==> config.mk <==
export PLATFORM = sky130hd
export DESIGN_NAME = source_tracking_table
export DESIGN_NICKNAME = d
export VERILOG_FILES = /design/src/hw/rtl/stt_pkg.sv /design/src/hw/rtl/source_tracking_table.sv /design/src/hw/rtl/stt_queue.sv /design/src/hw/rtl/stt_engine.sv
export SDC_FILE = /design/constraint.sdc
export NUM_CORES = 2
export LEC_CHECK = 0
export BUFFER_PORTS_ARGS = -buffer_cell sky130_fd_sc_hd__buf_2
export CORE_UTILIZATION = 63
export DETAILED_ROUTE_END_ITERATION = 7
export PLACE_DENSITY = 0.81
export SKIP_CTS_REPAIR_TIMING = 1
export SYNTH_ARGS = -nofsm -noshare
export SYNTH_HDL_FRONTEND = slang
export SYNTH_SLANG_ARGS = --single-unit
==> constraint.sdc <==
create_clock -name clk_i -period 5.6 [get_ports clk_i]
set_input_delay 0.28 -clock clk_i [delete_from_list [all_inputs] [get_ports clk_i]]
set_output_delay 0.28 -clock clk_i [all_outputs]
set_load 0.05 [all_outputs]
==> src/hw/rtl/stt_pkg.sv <==
// Shared types and constants of the source tracking table.
`default_nettype none

package stt_pkg;

  localparam int unsigned TABLE_SLOTS_DEF = 32;
  localparam int unsigned ADDR_W          = 16;
  localparam int unsigned TIME_W          = 32;
  localparam int unsigned BYTE_W          = 8;
  localparam int unsigned SLOT_W          = 5;
  localparam int unsigned COUNT_W         = 32;
  localparam int unsigned QUEUE_DEPTH     = 2;
  localparam int unsigned QUEUE_PTR_W     = 1;
  localparam int unsigned QUEUE_CNT_W     = 2;

  typedef struct packed {
    logic [ADDR_W-1:0] sender_addr;
    logic [TIME_W-1:0] now_ms;
    logic              has_data;
    logic [BYTE_W-1:0] data_value;
    logic              has_battery;
    logic [BYTE_W-1:0] battery_value;
  } report_t;

  typedef struct packed {
    logic [ADDR_W-1:0] addr;
    logic [TIME_W-1:0] last_seen;
    logic [TIME_W-1:0] last_report;
    logic [BYTE_W-1:0] data;
    logic [BYTE_W-1:0] battery;
  } entry_t;

  typedef struct packed {
    logic [SLOT_W-1:0]  slot;
    logic               hit;
    logic               evicted;
    logic [BYTE_W-1:0]  data_out;
    logic [BYTE_W-1:0]  battery_out;
    logic [TIME_W-1:0]  elapsed_ms;
    logic [COUNT_W-1:0] report_count;
  } result_t;

endpackage

`default_nettype wire

==> src/hw/rtl/source_tracking_table.sv <==
// Reports are handled one at a time: each is taken from the queue, then a one-entry-a-cycle
// scan of the single-port table memory is followed by a re-read and write of the entry,
// and the next report is taken from the queue only after that write.
// A two-entry input queue and the result register let both sides stall on their own.
// Reset clears the entry valid bits, queue and report count at once; invalid
// entries read as free with zero times and readings, so no clearing pass is needed.
`default_nettype none

module source_tracking_table #(
  parameter int unsigned TableSlots = stt_pkg::TABLE_SLOTS_DEF
) (
  input  wire logic                         clk_i,
  input  wire logic                         rst_ni,
  input  wire logic                         in_valid_i,
  output logic                              in_stall_o,
  input  wire logic [stt_pkg::ADDR_W-1:0]   sender_addr_i,
  input  wire logic [stt_pkg::TIME_W-1:0]   now_ms_i,
  input  wire logic                         has_data_i,
  input  wire logic [stt_pkg::BYTE_W-1:0]   data_value_i,
  input  wire logic                         has_battery_i,
  input  wire logic [stt_pkg::BYTE_W-1:0]   battery_value_i,
  output logic                              out_valid_o,
  input  wire logic                         out_stall_i,
  output logic [stt_pkg::SLOT_W-1:0]        slot_o,
  output logic                              hit_o,
  output logic                              evicted_o,
  output logic [stt_pkg::BYTE_W-1:0]        data_out_o,
  output logic [stt_pkg::BYTE_W-1:0]        battery_out_o,
  output logic [stt_pkg::TIME_W-1:0]        elapsed_ms_o,
  output logic [stt_pkg::COUNT_W-1:0]       report_count_o
);

  stt_pkg::report_t in_rep, q_rep;
  stt_pkg::result_t res;
  logic             q_valid, q_pop;

  assign in_rep.sender_addr   = sender_addr_i;
  assign in_rep.now_ms        = now_ms_i;
  assign in_rep.has_data      = has_data_i;
  assign in_rep.data_value    = data_value_i;
  assign in_rep.has_battery   = has_battery_i;
  assign in_rep.battery_value = battery_value_i;

  stt_queue u_queue (
    .clk_i       (clk_i),
    .rst_ni      (rst_ni),
    .in_valid_i  (in_valid_i),
    .in_stall_o  (in_stall_o),
    .in_i        (in_rep),
    .out_valid_o (q_valid),
    .out_pop_i   (q_pop),
    .out_o       (q_rep)
  );

  stt_engine #(
    .TableSlots (TableSlots)
  ) u_engine (
    .clk_i       (clk_i),
    .rst_ni      (rst_ni),
    .req_valid_i (q_valid),
    .req_i       (q_rep),
    .req_pop_o   (q_pop),
    .res_valid_o (out_valid_o),
    .res_stall_i (out_stall_i),
    .res_o       (res)
  );

  assign slot_o         = res.slot;
  assign hit_o          = res.hit;
  assign evicted_o      = res.evicted;
  assign data_out_o     = res.data_out;
  assign battery_out_o  = res.battery_out;
  assign elapsed_ms_o   = res.elapsed_ms;
  assign report_count_o = res.report_count;

endmodule

`default_nettype wire

==> src/hw/rtl/stt_queue.sv <==
// Front end: accepts reports and holds them in a short queue for the engine.
`default_nettype none

module stt_queue (
  input  wire logic             clk_i,
  input  wire logic             rst_ni,
  input  wire logic             in_valid_i,
  output logic                  in_stall_o,
  input  wire stt_pkg::report_t in_i,
  output logic                  out_valid_o,
  input  wire logic             out_pop_i,
  output stt_pkg::report_t      out_o
);

  stt_pkg::report_t                buf_q [stt_pkg::QUEUE_DEPTH];
  logic [stt_pkg::QUEUE_PTR_W-1:0] wr_ptr_q, wr_ptr_d;
  logic [stt_pkg::QUEUE_PTR_W-1:0] rd_ptr_q, rd_ptr_d;
  logic [stt_pkg::QUEUE_CNT_W-1:0] count_q, count_d;
  logic                            push, pop;

  assign in_stall_o  = (count_q == stt_pkg::QUEUE_CNT_W'(stt_pkg::QUEUE_DEPTH));
  assign out_valid_o = (count_q != '0);
  assign out_o       = buf_q[rd_ptr_q];
  assign push        = in_valid_i && !in_stall_o;
  assign pop         = out_pop_i && out_valid_o;

  always_comb begin
    wr_ptr_d = push ? wr_ptr_q + 1'b1 : wr_ptr_q;
    rd_ptr_d = pop ? rd_ptr_q + 1'b1 : rd_ptr_q;
    count_d  = count_q;
    if (push && !pop) begin
      count_d = count_q + 1'b1;
    end else if (pop && !push) begin
      count_d = count_q - 1'b1;
    end
  end

  always_ff @(posedge clk_i or negedge rst_ni) begin
    if (!rst_ni) begin
      wr_ptr_q <= '0;
      rd_ptr_q <= '0;
      count_q  <= '0;
    end else begin
      wr_ptr_q <= wr_ptr_d;
      rd_ptr_q <= rd_ptr_d;
      count_q  <= count_d;
    end
  end

  always_ff @(posedge clk_i) begin
    if (push) begin
      buf_q[wr_ptr_q] <= in_i;
    end
  end

endmodule

`default_nettype wire

==> src/hw/rtl/stt_engine.sv <==
// Back end: table memory, lookup scan, entry update and result register.
`default_nettype none

module stt_engine #(
  parameter int unsigned TableSlots = stt_pkg::TABLE_SLOTS_DEF
) (
  input  wire logic             clk_i,
  input  wire logic             rst_ni,
  input  wire logic             req_valid_i,
  input  wire stt_pkg::report_t req_i,
  output logic                  req_pop_o,
  output logic                  res_valid_o,
  input  wire logic             res_stall_i,
  output stt_pkg::result_t      res_o
);

  localparam int unsigned IdxW = (TableSlots > 1) ? $clog2(TableSlots) : 1;
  localparam logic [IdxW-1:0] LastIdx = IdxW'(TableSlots - 1);

  localparam logic [2:0] ST_IDLE = 3'd0;
  localparam logic [2:0] ST_SCAN = 3'd1;
  localparam logic [2:0] ST_LAST = 3'd2;
  localparam logic [2:0] ST_PICK = 3'd3;
  localparam logic [2:0] ST_UPD  = 3'd4;

  // table memory and per-entry valid bits (invalid entry reads as zero)
  stt_pkg::entry_t  mem_q [TableSlots];
  logic [TableSlots-1:0] vld_q;
  stt_pkg::entry_t  rd_data_q;
  logic             rd_vld_q;
  logic             rd_en, wr_en;
  logic [IdxW-1:0]  rd_addr;
  stt_pkg::entry_t  wr_data;
  stt_pkg::entry_t  ent, base;

  logic [2:0]       state_q, state_d;
  logic [IdxW-1:0]  iss_q, iss_d;
  logic             cmp_v_q, cmp_v_d;
  logic [IdxW-1:0]  cmp_idx_q, cmp_idx_d;
  logic             found_q, found_d;
  logic [IdxW-1:0]  match_q, match_d;
  logic             free_q, free_d;
  logic [IdxW-1:0]  free_idx_q, free_idx_d;
  logic [stt_pkg::TIME_W-1:0] min_ls_q, min_ls_d;
  logic [IdxW-1:0]  min_idx_q, min_idx_d;
  logic [IdxW-1:0]  sel_q, sel_d, pick_idx;
  logic             hit_q, hit_d;
  logic             ev_q, ev_d;
  stt_pkg::report_t req_q, req_d;
  logic [stt_pkg::COUNT_W-1:0] total_q, total_d;
  logic             out_valid_q, out_valid_d;
  stt_pkg::result_t out_q, out_d;

  assign ent         = rd_vld_q ? rd_data_q : '0;
  assign res_valid_o = out_valid_q;
  assign res_o       = out_q;

  always_comb begin
    priority if (found_q) begin
      pick_idx = match_q;
    end else if (free_q) begin
      pick_idx = free_idx_q;
    end else begin
      pick_idx = min_idx_q;
    end
  end

  // an evicted entry starts from cleared readings and times
  assign base = ev_q ? '0 : ent;

  always_comb begin
    wr_data.addr        = req_q.sender_addr;
    wr_data.last_seen   = req_q.now_ms;
    wr_data.last_report = req_q.now_ms;
    wr_data.data        = req_q.has_data ? req_q.data_value : base.data;
    wr_data.battery     = req_q.has_battery ? req_q.battery_value : base.battery;
  end

  always_comb begin
    state_d     = state_q;
    iss_d       = iss_q;
    cmp_v_d     = 1'b0;
    cmp_idx_d   = iss_q;
    found_d     = found_q;
    match_d     = match_q;
    free_d      = free_q;
    free_idx_d  = free_idx_q;
    min_ls_d    = min_ls_q;
    min_idx_d   = min_idx_q;
    sel_d       = sel_q;
    hit_d       = hit_q;
    ev_d        = ev_q;
    req_d       = req_q;
    total_d     = total_q;
    out_valid_d = out_valid_q;
    out_d       = out_q;
    rd_en       = 1'b0;
    rd_addr     = iss_q;
    wr_en       = 1'b0;
    req_pop_o   = 1'b0;

    if (out_valid_q && !res_stall_i) begin
      out_valid_d = 1'b0;
    end

    // compare stage: one entry per cycle, in the cycle after its read
    if (cmp_v_q) begin
      if (!found_q && ent.addr == req_q.sender_addr) begin
        found_d = 1'b1;
        match_d = cmp_idx_q;
      end
      if (!free_q && ent.addr == '0) begin
        free_d     = 1'b1;
        free_idx_d = cmp_idx_q;
      end
      if (cmp_idx_q == '0 || ent.last_seen < min_ls_q) begin
        min_ls_d  = ent.last_seen;
        min_idx_d = cmp_idx_q;
      end
    end

    unique case (state_q)
      ST_IDLE: begin
        if (req_valid_i) begin
          req_pop_o = 1'b1;
          req_d     = req_i;
          iss_d     = '0;
          found_d   = 1'b0;
          free_d    = 1'b0;
          state_d   = ST_SCAN;
        end
      end
      ST_SCAN: begin
        rd_en     = 1'b1;
        rd_addr   = iss_q;
        cmp_v_d   = 1'b1;
        cmp_idx_d = iss_q;
        if (iss_q == LastIdx) begin
          state_d = ST_LAST;
        end else begin
          iss_d = iss_q + 1'b1;
        end
      end
      ST_LAST: begin
        state_d = ST_PICK;
      end
      ST_PICK: begin
        rd_en   = 1'b1;
        rd_addr = pick_idx;
        sel_d   = pick_idx;
        hit_d   = found_q;
        ev_d    = !found_q && !free_q;
        state_d = ST_UPD;
      end
      ST_UPD: begin
        // hold until the result register is free or being emptied
        if (!out_valid_q || !res_stall_i) begin
          wr_en               = 1'b1;
          total_d             = total_q + 1'b1;
          out_valid_d         = 1'b1;
          out_d.slot          = stt_pkg::SLOT_W'(sel_q);
          out_d.hit           = hit_q;
          out_d.evicted       = ev_q;
          out_d.data_out      = wr_data.data;
          out_d.battery_out   = wr_data.battery;
          out_d.elapsed_ms    = (base.last_report != '0) ?
                                req_q.now_ms - base.last_report : '0;
          out_d.report_count  = total_q + 1'b1;
          state_d             = ST_IDLE;
        end
      end
      default: begin
        state_d = ST_IDLE;
      end
    endcase
  end

  always_ff @(posedge clk_i) begin
    if (wr_en) begin
      mem_q[sel_q] <= wr_data;
    end
    if (rd_en) begin
      rd_data_q <= mem_q[rd_addr];
    end
  end

  always_ff @(posedge clk_i or negedge rst_ni) begin
    if (!rst_ni) begin
      vld_q       <= '0;
      rd_vld_q    <= 1'b0;
      state_q     <= ST_IDLE;
      iss_q       <= '0;
      cmp_v_q     <= 1'b0;
      found_q     <= 1'b0;
      free_q      <= 1'b0;
      hit_q       <= 1'b0;
      ev_q        <= 1'b0;
      total_q     <= '0;
      out_valid_q <= 1'b0;
    end else begin
      if (wr_en) begin
        vld_q[sel_q] <= 1'b1;
      end
      if (rd_en) begin
        rd_vld_q <= vld_q[rd_addr];
      end
      state_q     <= state_d;
      iss_q       <= iss_d;
      cmp_v_q     <= cmp_v_d;
      found_q     <= found_d;
      free_q      <= free_d;
      hit_q       <= hit_d;
      ev_q        <= ev_d;
      total_q     <= total_d;
      out_valid_q <= out_valid_d;
    end
  end

  always_ff @(posedge clk_i) begin
    cmp_idx_q  <= cmp_idx_d;
    match_q    <= match_d;
    free_idx_q <= free_idx_d;
    min_ls_q   <= min_ls_d;
    min_idx_q  <= min_idx_d;
    sel_q      <= sel_d;
    req_q      <= req_d;
    out_q      <= out_d;
  end

endmodule

`default_nettype wire

==> results.cfg <==
[logic_synthesis]
yosys_warnings = 0
synth_area_um2 = 101000
syn_inst = 6411
synth_cell_types = 80
ys_seq_elements = 2537
syn_nets = 6546
synth_edf_count = 2449
synth_top_flop_cell = edfxtp_1
ys_seq_area_share_pct = 75.3
async_reset_ff_share_pct = 3.27
avgSynthCellArea_um2 = 15.7

[cts]
clockRootBuffer = clkbuf_16
cts_made_buffers = 231
clock_path_buffers = 3
insertion_delay_ns = 0.88
clkSinkCount = 2537
cts_tree = yes
htree_levels = 4
cts.clk_slew.worst_paths_ns = 0.08

[worst_setup_path]
crit_fanout = 46
max_stage_delay_ns = 0.75
critPathArrivalTime_ns = 4.75
path_cells = nand3b_4, inv_4, nand2_1, nand2_4, buf_4, buf_4, o221ai_1, o22ai_1, o31ai_1
worstPathRequired_ns = 6.14
cpMostUsedCell = buf_4
critPathCaptureType = flip-flop
r2r_end = u_engine.rd_data_q[28]$_DFFE_PP_
timing.rr.start = u_engine.state_q[1]$_DFFE_PN0P_
rrSetupSlack_ns = 1.40
r2r_cells = 9
worst-setup-path-type = reg -> reg
crit_slowest_cell = buf_4
start_kind = flip-flop

[floorplanning]
rows = 146
die_x_um = 401
io_pins = 159
dieArea_um2 = 161000
core_um2 = 158000
start_util_pct = 63.5
die_h_um = 401

[timing]
worst_pin_slew_ns = 1.38
fmax_mhz = 238
worst_slew_margin_rel_pct = 8.20
drv_slew = 0
fin_skew_ns = 0.0790
rsz0062_at_grt = false
min_period_over_period_pct = 75.1
fin_crit_ns = 4.20
hold_viol = 0
fin_setup_tns_ns = 0
setup_violations = 0

[hold_path]
hold_path_end = u_queue.buf_q[0][3]$_DFFE_PP_
hp-class = in -> reg
whs_path_depth = 2
min_from = battery_value_i[3]

[finish]
multi_input_area_um2 = 23100
seq_area_um2 = 75700
areaGrowthSynthToFinish_pct = 11.9
fill_cells = 9211
finalNonFillerCells = 8958
design_area_um2 = 112000
finalNetCount = 6816
drive_gt1_share_pct = 13.6
final_util_pct = 71.0

[placement]
place_congestion = 0.851
hpwl_um = 143000
dp.cells = 8449
port_buffers = 158
placed_area_um2 = 104000

[global_route]
grt_start_max_net_pins = 114
gr-total-overflow = 0
grt_pass1_wl_um = 393000
grt_pass1_vias = 61098
grt_antenna_before_repair = 6
grt.total_usage_pct = 33.5

[detailed_routing]
via_count = 61849
avgViaCountPerCell = 6.90
drt_wl_total_um = 274000
firstDrtPassIters = 8
drc_errors = 0
drt_iter0_drc = 9940
ant_nets = 0
wl_per_cell_um = 30.6

[job]
drv_cap = 0

[power_and_ir_drop]
peakVddDrop_uv = 610
p_per_area_nw_per_um2 = 513
leakagePower_uw = 0.0391

[outcome]
status = complete, no violations
## synth_stat cells, types with 33 or more instances
cell type  number  share of area (%)
edfxtp_1     2449                 73
nand2_1      1039                3.9
mux2i_1       351                3.5
and3_1        251                1.6
a31oi_1       228                1.4
clkbuf_1      207               0.77
o221ai_1      159                1.4
a21oi_1       157               0.78
o22ai_1       126               0.78
nor2_1        124               0.46
a211oi_1      113               0.84
buf_2          95               0.47
nand3_1        93               0.46
dfrtp_1        83                2.1
mux2_2         71               0.80
mux4_2         69                1.5
ha_1           64               0.80
inv_1          61               0.23
or3_1          56               0.35
xnor2_1        56               0.49
o21ai_0        51               0.25
o31ai_1        48               0.36
and2_1         38               0.24
buf_6          38               0.43
or2_2          37               0.23
xor2_1         33               0.29
## cell type report
class,instances,area share [%]
antenna,4,0.00890
clock buffer,281,5.33
clock inverter,153,1.20
inverter,63,0.218
multi-input combinational,3424,20.5
sequential,2537,67.3
tap,2072,2.31
timing repair buffer,424,3.09
## metal layers
layer | vias to the layer above | wire length, um | global-route usage (%)
met5 | - | 37 | 0
met4 | 6 | 15000 | 17.1
met3 | 1043 | 38900 | 8.68
met2 | 5181 | 127000 | 52.0
met1 | 30151 | 93400 | 44.1
li1 | 25468 | - | -
## placed cells by master, fill, tap and decap left out, types with 48 or more instances in the layout
| cell type | synthesis | final |
|---|---|---|
| edfxtp_1 | 2449 | 2449 |
| nand2_1 | 1039 | 1034 |
| mux2i_1 | 351 | 350 |
| and3_1 | 251 | 250 |
| clkbuf_16 | 0 | 232 |
| a31oi_1 | 228 | 225 |
| o221ai_1 | 159 | 159 |
| a21oi_1 | 157 | 157 |
| buf_2 | 95 | 157 |
| buf_4 | 23 | 156 |
| o22ai_1 | 126 | 126 |
| a211oi_1 | 113 | 112 |
| nand3_1 | 93 | 93 |
| nor2_1 | 124 | 91 |
| dfrtp_1 | 83 | 82 |
| mux2_2 | 71 | 71 |
| dlygate4sd3_1 | 0 | 70 |
| mux4_2 | 69 | 69 |
| clkinv_1 | 1 | 65 |
| ha_1 | 64 | 64 |
| inv_1 | 61 | 59 |
| or3_1 | 56 | 56 |
| xnor2_1 | 56 | 56 |
| clkbuf_1 | 207 | 49 |
| o31ai_1 | 48 | 48 |
## state kept, by name (all words and copies together) (netlist names), 3 cells and up
name and cells:
u_engine.mem_q 2048, u_queue.buf_q 132, u_engine.res_o 87, u_engine.req_q 66, u_engine.rd_data_q 64, u_engine.min_ls_q 32, u_engine.total_q 32, u_engine.vld_q 32
u_engine.cmp_idx_d 5, u_engine.cmp_idx_q 5, u_engine.free_idx_q 5, u_engine.match_q 5, u_engine.min_idx_q 5, u_engine.sel_q 5, u_engine.state_q 3
## power by group
part | total (uW) | leakage, uW | switching [uW] | internal (uW)
logic | 17900 | 0.0121 | 12000 | 5910
registers | 24400 | 0.0235 | 986 | 23500
clock network | 15300 | 0.00355 | 6940 | 8370
## critical path, delay by kind of cell, from the launching register on
family	cells	cell delay [ns]
buf+inv	3	1.66
simple gates	3	0.82
compound gates	3	0.77
flops	1	0.54
## through the flow
stage               setup slack (ns)  total power, uW  hold WS [ns]
floorplan                       1.04            36200       -0.0156
global placement                1.68            41400         0.294
detailed placement              1.58            42000         0.293
CTS                             1.50            57200        -0.601
global route                    1.26            59400        0.0978
finish                          1.40            57700         0.109
## kinds of logic after synthesis
family                     after synthesis  share of synthesized area (%)
DFF                                   2537                           75.3
buffers and inverters                  450                           2.19
adders and majority gates               66                          0.827
and+or+nand+nor                       1725                           7.76
AOI/OAI and AO/OA                     1050                           7.23
xor gates and xnor gates                89                          0.776
muxes                                  494                           5.88
## worst max path at each step
stage	cells after the start	start	end
6_report	9	u_engine.state_q[1]$_DFFE_PN0P_	u_engine.rd_data_q[28]$_DFFE_PP_
5_1_grt	11	u_engine.ev_q$_DFFE_PN0N_	u_engine.res_o[62]$_SDFFCE_PN0P_
4_1_cts	11	u_engine.ev_q$_DFFE_PN0N_	u_engine.res_o[62]$_SDFFCE_PN0P_
3_5_place_dp	9	u_engine.state_q[1]$_DFFE_PN0P_	u_engine.rd_data_q[10]$_DFFE_PP_
3_3_place_gp	9	u_engine.state_q[1]$_DFFE_PN0P_	u_engine.rd_data_q[10]$_DFFE_PP_
2_1_floorplan	5	u_engine.res_valid_o$_DFF_PN0_	u_engine.mem_q[28][0]$_DFFE_PP_
(Power assumes the default switching activity.)
